[src/hdl/cffdp_pkg.sv]
// Package for the CFF Top DICT parser: payload structs, event format,
// byte classes, operator and status codes. No dependencies.
package cffdp_pkg;

  localparam int MAX_OPERANDS = 48;
  localparam int OPND_CNT_W   = $clog2(MAX_OPERANDS + 1);

  localparam int EVQ_DEPTH = 4;
  localparam int EVQ_PTR_W = $clog2(EVQ_DEPTH);
  localparam int EVQ_CNT_W = $clog2(EVQ_DEPTH + 1);

  // configuration register indexes
  localparam logic [7:0] CFG_TABLE_OFFSET = 8'd0;
  localparam logic [7:0] CFG_TABLE_LENGTH = 8'd1;

  // DICT byte classes
  localparam logic [7:0] BYTE_ESCAPE    = 8'd12;
  localparam logic [7:0] BYTE_INT16     = 8'd28;
  localparam logic [7:0] BYTE_INT32     = 8'd29;
  localparam logic [7:0] BYTE_REAL      = 8'd30;
  localparam logic [7:0] BYTE_RSVD_LO   = 8'd31;
  localparam logic [7:0] BYTE_RSVD_HI   = 8'd255;
  localparam logic [7:0] BYTE_SMALL_LO  = 8'd32;
  localparam logic [7:0] BYTE_SMALL_HI  = 8'd246;
  localparam logic [7:0] BYTE_POS_FIRST = 8'd247;
  localparam logic [7:0] BYTE_POS_LAST  = 8'd250;
  localparam logic [7:0] BYTE_NEG_FIRST = 8'd251;
  localparam logic [7:0] BYTE_NEG_LAST  = 8'd254;
  localparam logic [31:0] SMALL_BIAS    = 32'd139;
  localparam logic [31:0] TWO_BYTE_BIAS = 32'd108;
  localparam logic [3:0]  REAL_END      = 4'hF;
  localparam logic [3:0]  ESC_PREFIX    = 4'hC;

  // operators
  localparam logic [11:0] OP_CHARSTRINGS = 12'd17;
  localparam logic [11:0] OP_PRIVATE     = 12'd18;

  // result status codes
  localparam logic [2:0] ST_OK           = 3'd0;
  localparam logic [2:0] ST_BAD_NUMBER   = 3'd1;
  localparam logic [2:0] ST_STACK_OVF    = 3'd2;
  localparam logic [2:0] ST_TRUNC_ESC    = 3'd3;
  localparam logic [2:0] ST_BAD_CS       = 3'd4;
  localparam logic [2:0] ST_BAD_PRIV     = 3'd5;
  localparam logic [2:0] ST_MISSING_CS   = 3'd6;
  localparam logic [2:0] ST_PRIV_OUTSIDE = 3'd7;

  typedef struct packed {
    logic [7:0] dict_byte;
    logic       is_last;
  } in_item_t;

  typedef struct packed {
    logic [2:0]  status;
    logic [30:0] charstrings_offset;
    logic        private_present;
    logic [30:0] private_size;
    logic [31:0] private_offset;
  } out_item_t;

  typedef enum logic [1:0] {
    EV_NONE = 2'd0,
    EV_PUSH = 2'd1,
    EV_OP   = 2'd2,
    EV_ERR  = 2'd3
  } ev_kind_e;

  // one decoded token: operand value, operator code or error code
  typedef struct packed {
    ev_kind_e    kind;
    logic [31:0] data;
    logic        last;
  } ev_t;

  typedef struct packed {
    logic [31:0] table_offset;
    logic [31:0] table_length;
  } cfg_t;

endpackage

[src/hdl/cffdp_front.sv]
// Byte decoder: turns DICT bytes into operand, operator and error events.
// Depends on cffdp_pkg.
module cffdp_front
  import cffdp_pkg::*;
(
  input  logic     clk_i,
  input  logic     rst_ni,
  input  logic     accept_i,
  input  in_item_t in_item_i,
  output logic     ev_valid_o,
  output ev_t      ev_o
);

  typedef enum logic [5:0] {
    MODE_IDLE = 6'b000001,
    MODE_TWO  = 6'b000010,
    MODE_INT  = 6'b000100,
    MODE_REAL = 6'b001000,
    MODE_ESC  = 6'b010000,
    MODE_SKIP = 6'b100000
  } mode_e;

  mode_e       mode_q, mode_d;
  logic [2:0]  left_q, left_d;
  logic [31:0] acc_q, acc_d;
  logic [7:0]  lead_q, lead_d;
  ev_t         ev;

  always_comb begin
    logic [7:0]  b;
    logic [7:0]  lead_off;
    logic [31:0] mag;
    logic [31:0] acc_n;
    logic [2:0]  left_n;
    b        = in_item_i.dict_byte;
    mode_d   = mode_q;
    left_d   = left_q;
    acc_d    = acc_q;
    lead_d   = lead_q;
    ev.kind  = EV_NONE;
    ev.data  = '0;
    ev.last  = in_item_i.is_last;
    lead_off = (lead_q <= BYTE_POS_LAST) ? (lead_q - BYTE_POS_FIRST)
                                         : (lead_q - BYTE_NEG_FIRST);
    mag      = {22'd0, lead_off[1:0], b} + TWO_BYTE_BIAS;
    acc_n    = {acc_q[23:0], b};
    left_n   = left_q - 3'd1;

    unique case (mode_q)
      MODE_IDLE: begin
        unique case (b) inside
          [BYTE_SMALL_LO:BYTE_SMALL_HI]: begin
            ev.kind = EV_PUSH;
            ev.data = {24'd0, b} - SMALL_BIAS;
          end
          [BYTE_POS_FIRST:BYTE_NEG_LAST]: begin
            lead_d = b;
            left_d = 3'd1;
            mode_d = MODE_TWO;
          end
          BYTE_INT16, BYTE_INT32: begin
            lead_d = b;
            left_d = (b == BYTE_INT16) ? 3'd2 : 3'd4;
            acc_d  = '0;
            mode_d = MODE_INT;
          end
          BYTE_REAL:   mode_d = MODE_REAL;
          BYTE_RSVD_LO, BYTE_RSVD_HI: begin
            ev.kind = EV_ERR;
            ev.data = {29'd0, ST_BAD_NUMBER};
            mode_d  = MODE_SKIP;
          end
          BYTE_ESCAPE: mode_d = MODE_ESC;
          default: begin
            ev.kind = EV_OP;
            ev.data = {24'd0, b};
          end
        endcase
      end
      MODE_TWO: begin
        left_d  = '0;
        ev.kind = EV_PUSH;
        ev.data = (lead_q <= BYTE_POS_LAST) ? mag : (32'd0 - mag);
        mode_d  = MODE_IDLE;
      end
      MODE_INT: begin
        acc_d  = acc_n;
        left_d = left_n;
        if (left_n == 3'd0) begin
          ev.kind = EV_PUSH;
          ev.data = (lead_q == BYTE_INT16) ? {{16{acc_n[15]}}, acc_n[15:0]} : acc_n;
          mode_d  = MODE_IDLE;
        end
      end
      MODE_REAL: begin
        if (b[7:4] == REAL_END || b[3:0] == REAL_END) begin
          ev.kind = EV_PUSH;
          mode_d  = MODE_IDLE;
        end
      end
      MODE_ESC: begin
        ev.kind = EV_OP;
        ev.data = {20'd0, ESC_PREFIX, b};
        mode_d  = MODE_IDLE;
      end
      MODE_SKIP: ;
      default:   mode_d = MODE_IDLE;
    endcase

    // a number or escape still open at the end of the dict
    if (in_item_i.is_last) begin
      if (mode_d != MODE_IDLE && mode_d != MODE_SKIP) begin
        ev.kind = EV_ERR;
        ev.data = {29'd0, (mode_d == MODE_ESC) ? ST_TRUNC_ESC : ST_BAD_NUMBER};
      end
      mode_d = MODE_IDLE;
      left_d = '0;
      acc_d  = '0;
      lead_d = '0;
    end
  end

  always_ff @(posedge clk_i or negedge rst_ni) begin
    if (!rst_ni) begin
      mode_q <= MODE_IDLE;
      left_q <= '0;
      acc_q  <= '0;
      lead_q <= '0;
    end else if (accept_i) begin
      mode_q <= mode_d;
      left_q <= left_d;
      acc_q  <= acc_d;
      lead_q <= lead_d;
    end
  end

  assign ev_valid_o = accept_i && (ev.kind != EV_NONE || ev.last);
  assign ev_o       = ev;

endmodule

[src/hdl/cffdp_evq.sv]
// Short event queue between decoder and executor.
// Depends on cffdp_pkg.
module cffdp_evq
  import cffdp_pkg::*;
(
  input  logic clk_i,
  input  logic rst_ni,
  input  logic wr_i,
  input  ev_t  wr_ev_i,
  output logic full_o,
  output logic valid_o,
  output ev_t  rd_ev_o,
  input  logic rd_i
);

  ev_t                  mem_q [EVQ_DEPTH];
  logic [EVQ_PTR_W-1:0] wr_ptr_q, rd_ptr_q;
  logic [EVQ_CNT_W-1:0] cnt_q;
  logic                 do_wr, do_rd;

  assign full_o  = (cnt_q == EVQ_CNT_W'(EVQ_DEPTH));
  assign valid_o = (cnt_q != '0);
  assign rd_ev_o = mem_q[rd_ptr_q];
  assign do_wr   = wr_i && !full_o;
  assign do_rd   = rd_i && valid_o;

  always_ff @(posedge clk_i) begin
    if (do_wr) mem_q[wr_ptr_q] <= wr_ev_i;
  end

  always_ff @(posedge clk_i or negedge rst_ni) begin
    if (!rst_ni) begin
      wr_ptr_q <= '0;
      rd_ptr_q <= '0;
      cnt_q    <= '0;
    end else begin
      if (do_wr) wr_ptr_q <= wr_ptr_q + EVQ_PTR_W'(1);
      if (do_rd) rd_ptr_q <= rd_ptr_q + EVQ_PTR_W'(1);
      if (do_wr && !do_rd)      cnt_q <= cnt_q + EVQ_CNT_W'(1);
      else if (!do_wr && do_rd) cnt_q <= cnt_q - EVQ_CNT_W'(1);
    end
  end

endmodule

[src/hdl/cffdp_back.sv]
// Executor: operand stack count, operator captures, end-of-dict checks,
// result register. Depends on cffdp_pkg.
module cffdp_back
  import cffdp_pkg::*;
(
  input  logic      clk_i,
  input  logic      rst_ni,
  input  cfg_t      cfg_i,
  input  logic      ev_valid_i,
  input  ev_t       ev_i,
  output logic      ev_pop_o,
  output logic      empty_o,
  input  logic      pop_i,
  output out_item_t out_item_o
);

  // parse state
  logic [OPND_CNT_W-1:0] cnt_q, cnt_d;
  logic [31:0]           first_q, first_d, second_q, second_d;
  logic                  have_q, have_d;
  logic [30:0]           cs_q, cs_d, psize_q, psize_d, poff_q, poff_d;
  logic [2:0]            err_q, err_d;

  // snapshot at the end of a dict
  logic        fin_valid_q;
  logic [2:0]  fin_err_q;
  logic        fin_have_q;
  logic [30:0] fin_cs_q, fin_psize_q, fin_poff_q;

  logic      out_valid_q;
  out_item_t out_q, out_d;
  logic      fin_move, take;

  assign fin_move = fin_valid_q && (!out_valid_q || pop_i);
  assign take     = ev_valid_i && (!ev_i.last || !fin_valid_q || fin_move);
  assign ev_pop_o = take;

  always_comb begin
    cnt_d    = cnt_q;
    first_d  = first_q;
    second_d = second_q;
    have_d   = have_q;
    cs_d     = cs_q;
    psize_d  = psize_q;
    poff_d   = poff_q;
    err_d    = err_q;
    if (err_q == ST_OK) begin
      unique case (ev_i.kind)
        EV_PUSH: begin
          if (cnt_q >= OPND_CNT_W'(MAX_OPERANDS)) begin
            err_d = ST_STACK_OVF;
          end else begin
            if (cnt_q == OPND_CNT_W'(0)) first_d  = ev_i.data;
            if (cnt_q == OPND_CNT_W'(1)) second_d = ev_i.data;
            cnt_d = cnt_q + OPND_CNT_W'(1);
          end
        end
        EV_OP: begin
          cnt_d = '0;
          if (ev_i.data[11:0] == OP_CHARSTRINGS) begin
            if (cnt_q != OPND_CNT_W'(1) || first_q[31]) begin
              err_d = ST_BAD_CS;
            end else begin
              cs_d   = first_q[30:0];
              have_d = 1'b1;
            end
          end else if (ev_i.data[11:0] == OP_PRIVATE) begin
            if (cnt_q != OPND_CNT_W'(2) || first_q[31] || second_q[31]) begin
              err_d = ST_BAD_PRIV;
            end else begin
              psize_d = first_q[30:0];
              poff_d  = second_q[30:0];
            end
          end
        end
        EV_ERR:  err_d = ev_i.data[2:0];
        EV_NONE: ;
        default: ;
      endcase
    end
  end

  always_ff @(posedge clk_i or negedge rst_ni) begin
    if (!rst_ni) begin
      cnt_q    <= '0;
      first_q  <= '0;
      second_q <= '0;
      have_q   <= 1'b0;
      cs_q     <= '0;
      psize_q  <= '0;
      poff_q   <= '0;
      err_q    <= ST_OK;
    end else if (take) begin
      if (ev_i.last) begin
        cnt_q    <= '0;
        first_q  <= '0;
        second_q <= '0;
        have_q   <= 1'b0;
        cs_q     <= '0;
        psize_q  <= '0;
        poff_q   <= '0;
        err_q    <= ST_OK;
      end else begin
        cnt_q    <= cnt_d;
        first_q  <= first_d;
        second_q <= second_d;
        have_q   <= have_d;
        cs_q     <= cs_d;
        psize_q  <= psize_d;
        poff_q   <= poff_d;
        err_q    <= err_d;
      end
    end
  end

  always_ff @(posedge clk_i) begin
    if (take && ev_i.last) begin
      fin_err_q   <= err_d;
      fin_have_q  <= have_d;
      fin_cs_q    <= cs_d;
      fin_psize_q <= psize_d;
      fin_poff_q  <= poff_d;
    end
  end

  // range checks against the table length
  always_comb begin
    logic [31:0] room;
    logic [2:0]  st;
    room = cfg_i.table_length - {1'b0, fin_poff_q};
    st   = fin_err_q;
    if (st == ST_OK && (!fin_have_q || {1'b0, fin_cs_q} >= cfg_i.table_length)) begin
      st = ST_MISSING_CS;
    end
    if (st == ST_OK && fin_psize_q != '0 &&
        ({1'b0, fin_poff_q} > cfg_i.table_length || {1'b0, fin_psize_q} > room)) begin
      st = ST_PRIV_OUTSIDE;
    end
    out_d        = '0;
    out_d.status = st;
    if (st == ST_OK) begin
      out_d.charstrings_offset = fin_cs_q;
      if (fin_psize_q != '0) begin
        out_d.private_present = 1'b1;
        out_d.private_size    = fin_psize_q;
        out_d.private_offset  = cfg_i.table_offset + {1'b0, fin_poff_q};
      end
    end
  end

  always_ff @(posedge clk_i or negedge rst_ni) begin
    if (!rst_ni) begin
      fin_valid_q <= 1'b0;
      out_valid_q <= 1'b0;
    end else begin
      if (take && ev_i.last) fin_valid_q <= 1'b1;
      else if (fin_move)     fin_valid_q <= 1'b0;
      if (fin_move)              out_valid_q <= 1'b1;
      else if (pop_i)            out_valid_q <= 1'b0;
    end
  end

  always_ff @(posedge clk_i) begin
    if (fin_move) out_q <= out_d;
  end

  assign empty_o    = !out_valid_q;
  assign out_item_o = out_q;

endmodule

[src/hdl/cff_top_dict_parser_unit.sv]
// CFF Top DICT parser, top level: configuration registers, decoder,
// event queue and executor. Depends on cffdp_pkg and the cffdp_* modules.
//
// Feed the Top DICT one byte per request on the input queue, marking the final
// byte with is_last; one result request appears on the output queue per dict.
// Bytes are taken at one per cycle: the decoder handles every byte in the
// cycle it is accepted, and full rises only when the four-entry event queue
// between decoder and executor is backed up, which happens once the result
// register and the end-of-dict snapshot are both waiting on pop. A result
// becomes visible after its last byte passes the queue write at the accepting
// edge, the end snapshot and the result register. Both result stages let
// the next dict stream in while a result waits. table_offset and table_length
// are written through the cfg channel, which is always ready; write them only
// while no dict is in flight. Status 0 means ok; any other status zeroes the
// remaining fields.
module cff_top_dict_parser_unit
  import cffdp_pkg::*;
(
  input  logic       clk_i,
  input  logic       rst_ni,
  input  logic       push,
  output logic       full,
  input  in_item_t   in_item_i,
  output logic       empty,
  input  logic       pop,
  output out_item_t  out_item_o,
  input  logic       cfg_valid_i,
  output logic       cfg_ready_o,
  input  logic [7:0] cfg_index_i,
  input  logic [31:0] cfg_data_i
);

  cfg_t cfg_q;
  logic accept;
  logic ev_wr, ev_full, ev_valid, ev_pop;
  ev_t  ev_wr_data, ev_rd_data;

  assign cfg_ready_o = 1'b1;

  // writes to indexes beyond the register list are dropped
  always_ff @(posedge clk_i or negedge rst_ni) begin
    if (!rst_ni) begin
      cfg_q <= '0;
    end else if (cfg_valid_i) begin
      if (cfg_index_i == CFG_TABLE_OFFSET) cfg_q.table_offset <= cfg_data_i;
      if (cfg_index_i == CFG_TABLE_LENGTH) cfg_q.table_length <= cfg_data_i;
    end
  end

  assign full   = ev_full;
  assign accept = push && !ev_full;

  cffdp_front u_front (
    .clk_i      (clk_i),
    .rst_ni     (rst_ni),
    .accept_i   (accept),
    .in_item_i  (in_item_i),
    .ev_valid_o (ev_wr),
    .ev_o       (ev_wr_data)
  );

  cffdp_evq u_evq (
    .clk_i   (clk_i),
    .rst_ni  (rst_ni),
    .wr_i    (ev_wr),
    .wr_ev_i (ev_wr_data),
    .full_o  (ev_full),
    .valid_o (ev_valid),
    .rd_ev_o (ev_rd_data),
    .rd_i    (ev_pop)
  );

  cffdp_back u_back (
    .clk_i      (clk_i),
    .rst_ni     (rst_ni),
    .cfg_i      (cfg_q),
    .ev_valid_i (ev_valid),
    .ev_i       (ev_rd_data),
    .ev_pop_o   (ev_pop),
    .empty_o    (empty),
    .pop_i      (pop),
    .out_item_o (out_item_o)
  );

endmodule

[config.mk]
export PLATFORM = sky130hd
export DESIGN_NAME = cff_top_dict_parser_unit
export DESIGN_NICKNAME = d
export VERILOG_FILES = /design/src/hdl/cffdp_pkg.sv /design/src/hdl/cffdp_front.sv /design/src/hdl/cffdp_evq.sv /design/src/hdl/cffdp_back.sv /design/src/hdl/cff_top_dict_parser_unit.sv
export SDC_FILE = /design/constraint.sdc
export NUM_CORES = 1
export LEC_CHECK = 0
export BUFFER_PORTS_ARGS = -buffer_cell sky130_fd_sc_hd__buf_2
export CAP_MARGIN = 20
export CORE_MARGIN = 2
export CORE_UTILIZATION = 34
export DETAILED_ROUTE_END_ITERATION = 16
export PLACE_DENSITY = 0.55
export SYNTH_ARGS = -nofsm -noshare
export SYNTH_HDL_FRONTEND = slang
export SYNTH_HIERARCHICAL = 1
export SYNTH_SLANG_ARGS = --single-unit
[constraint.sdc]
create_clock -name clk_i -period 6.66 [get_ports clk_i]
set_input_delay 0.666 -clock clk_i [delete_from_list [all_inputs] [get_ports clk_i]]
set_output_delay 0.666 -clock clk_i [all_outputs]
set_load 0.02 [all_outputs]
==> results.json <==
{
  "vias_per_cell": 5.21,
  "hold_violations": 0,
  "drv_slew": 0,
  "pin_count": 155,
  "dr.first_iter.drc_count": 1831,
  "synth-main-ff-cell": "edfxtp_1",
  "grt_max_degree": 139,
  "postSynthRegisterBits": 616,
  "numCtsBuffers": 72,
  "cp_num_buf_inv": 3,
  "maxCapViolCount": 0,
  "avgSynthCellArea_um2": 11.6,
  "drc": 0,
  "cp_slowest_cell": "a31o_4",
  "grt_setup_unrepaired": "no",
  "post_cts_buffers": 0,
  "core_area_um2": 90300,
  "synth_edf_count": 335,
  "regToRegStartpoint": "cfg_q[0]",
  "nFillCells": 8613,
  "rrSetupSlack_ps": 820,
  "whs_ps": 31.4,
  "drive_gt1_frac": 0.195,
  "end_kind": "flip-flop",
  "ys_seq_area_frac": 0.550,
  "area_growth_pct": 13.7,
  "antenna_found_initial": 0,
  "cts_tree": "done",
  "synth_warnings": 6,
  "fp-row-count": 110,
  "r2r-end": "u_back/out_item_o[68]",
  "fin_setup_tns_ps": 0,
  "final_common_cell": "nand2_1",
  "syn_nets": 2878,
  "worstPathArrival_ps": 6180,
  "post-route-period-util": 0.878,
  "postSynthCellCount": 2676,
  "power-per-cell-area_nw_per_um2": 420,
  "crit_chain": "inv_1 > ha_1 > fa_1 > nor2b_1 > o31ai_1 > buf_4 > a211o_1 > a211oi_1 > nor3_1 > o31ai_1 > a21oi_1 > xor2_1 > ha_1 > nand4_1 > nor4_1 > o31ai_1 > a21oi_1 > a31o_4 > buf_4 > a211oi_1",
  "clk_latency_ps": 620,
  "htreeDepth": 3,
  "intPower_w": 0.00915,
  "crit_type": "reg -> reg",
  "worst_slew_pin_slew_ps": 1080,
  "cpPeakStageDelay_ps": 790,
  "wirelength_um": 78000,
  "cts_hold_buffers": 0,
  "combinationalPowerShare": 0.336,
  "p_sw_w": 0.00567,
  "crit_fanout": 53,
  "vdd_drop_max_mv": 0.334,
  "cp-start-kind": "flip-flop",
  "cp_common_cell": "o31ai_1",
  "finalNetCount": 3003,
  "r2r_cells": 20,
  "overflow": 0,
  "period_needed_ps": 5840,
  "wire_per_inst_um": 19.3,
  "yosysUniqueCellTypes": 92,
  "grt_usage": 0.165,
  "n_antenna_cell": 0,
  "setup_viol": 0,
  "synthArstFlopShare": 0.456,
  "cp.required_ps": 7000,
  "critPathTopFamily": "compound AO/OA/AOI/OAI gates",
  "seqPwrFrac": 0.400,
  "skew_ps": 34.0,
  "start_util": 0.344,
  "cts.clk_slew.worst_paths_ps": 60,
  "place_congestion": 0.919,
  "die-area_um2": 93800,
  "grt_pass1_vias": 21187,
  "io_buffer_count": 153,
  "clock-sinks": 616,
  "max_freq_mhz": 171,
  "p_leak_nw": 14.6,
  "syn_area_um2": 31100,
  "dieWidth_um": 306,
  "hpwl_um": 54900,
  "status": "finished clean",
  "grt_pass1_wl_um": 122000,
  "cts_resized": 0,
  "antenna_left": 0,
  "clockBufferDepth": 3,
  "clkPwrFrac": 0.264,
  "vias": 21043,
  "cts_root_buf": "clkbuf_16",
  "hp-class": "in -> async",
  "slew_headroom": 0.278,
  "power.share.switching": 0.383,
  "dr.pass1.iters": 6,
  "fp.dieH_um": 306,
  "final_cell_mix": "nand2_1, edfxtp_1, dfrtp_1"
}
[synthesized netlist by cell type, types with 13 or more instances]
library cell / count / area, um2
nand2b_1: 25 / 156
nand2_1: 381 / 1430
inv_1: 169 / 634
mux2_4: 31 / 465
a21o_1: 42 / 315
edfxtp_1: 335 / 10100
mux4_2: 28 / 631
nor3_1: 37 / 185
nand3_1: 30 / 150
a211oi_1: 48 / 360
buf_2: 25 / 125
nor4_1: 20 / 125
a21oi_1: 118 / 591
o211ai_1: 16 / 120
xnor2_1: 32 / 280
nor2_1: 66 / 248
nand4_1: 24 / 150
o21ai_0: 253 / 1270
xor2_1: 37 / 324
ha_1: 145 / 1810
clkbuf_1: 81 / 304
a22o_1: 16 / 140
o31ai_1: 18 / 135
mux2_2: 127 / 1430
o21a_1: 13 / 97.6
a31oi_1: 17 / 106
nor2b_1: 15 / 93.8
nor3_2: 40 / 400
buf_6: 13 / 146
dfrtp_1: 280 / 7010
[cells by family after synthesis]
family / share of synthesized area
other cells: 0.000121
mux: 0.0889
fa+ha+maj: 0.0603
simple gates: 0.117
flops: 0.550
xor+xnor: 0.0194
buf+inv: 0.0428
compound gates: 0.121
[cell type report]
| type | instances | area [um2] | share of cell area |
|---|---|---|---|
| Inverter | 171 | 646 | 0.0183 |
| Timing Repair Buffer | 184 | 1030 | 0.0293 |
| Clock inverter | 23 | 209 | 0.00591 |
| Clock buffer | 111 | 2170 | 0.0615 |
| Tap cell | 1176 | 1470 | 0.0416 |
| Multi-Input combinational cell | 1756 | 12700 | 0.360 |
| Sequential cell | 616 | 17100 | 0.484 |
[per-stage QoR]
step	total power (W)	instance area, um2	utilization	setup WS (ps)	std cells
2_1_floorplan	0.00931	31100	-	1470	2676
3_3_place_gp	0.0109	32900	0.365	1030	3902
3_5_place_dp	0.0110	32900	0.365	898	3902
4_1_cts	0.0150	35300	0.391	857	4036
5_1_grt	0.0158	35300	0.391	467	4037
6_report	0.0148	35300	0.391	815	4037
[power by group through the flow]
stage	Clock [W]	Combinational [W]	Sequential (W)
after detailed placement	0	0.00501	0.00600
after global routing	0.00418	0.00556	0.00603
after CTS	0.00403	0.00503	0.00593
final	0.00391	0.00499	0.00592
after global placement	0	0.00492	0.00597
after floorplan	0	0.00342	0.00589
[how the worst max path moves through the flow]
stage | start | end | slack (ps) | cells past startpoint
after floorplan | u_evq/rd_ptr_q[0] | u_back/first_q[29] | 1470 | 12
after global placement | cfg_q[0] | u_back/out_item_o[68] | 1030 | 20
after detailed placement | cfg_q[0] | u_back/out_item_o[67] | 900 | 20
after CTS | cfg_q[0] | u_back/out_item_o[67] | 860 | 20
after global routing | cfg_q[0] | u_back/out_item_o[67] | 470 | 20
final | cfg_q[0] | u_back/out_item_o[68] | 820 | 20
[routing by layer]
metal  part of all wire  up-vias  global-route usage
met5                  0        -                   0
met4              0.031        0              0.0611
met3              0.050      134              0.0244
met2               0.46      569               0.267
met1               0.46    10350               0.225
li1                   -     9990                   -
[sequential cells by signal, summed over array words and instances (netlist names), 2 cells and up]
register	count
u_evq/mem_q	140
u_back/out_item_o	98
cfg_q	64
u_back/first_q	32
u_back/second_q	32
u_back/cs_q	31
u_back/fin_cs_q	31
u_back/fin_poff_q	31
u_back/fin_psize_q	31
u_back/poff_q	31
u_back/psize_q	31
u_front/acc_q	24
u_front/lead_q	8
u_back/cnt_q	6
u_front/mode_q	6
u_back/err_q	3
u_back/fin_err_q	3
u_evq/cnt_q	3
u_front/left_q	3
u_evq/rd_ptr_q	2
u_evq/wr_ptr_q	2
No activity file was read; power rests on OpenSTA's default activity.
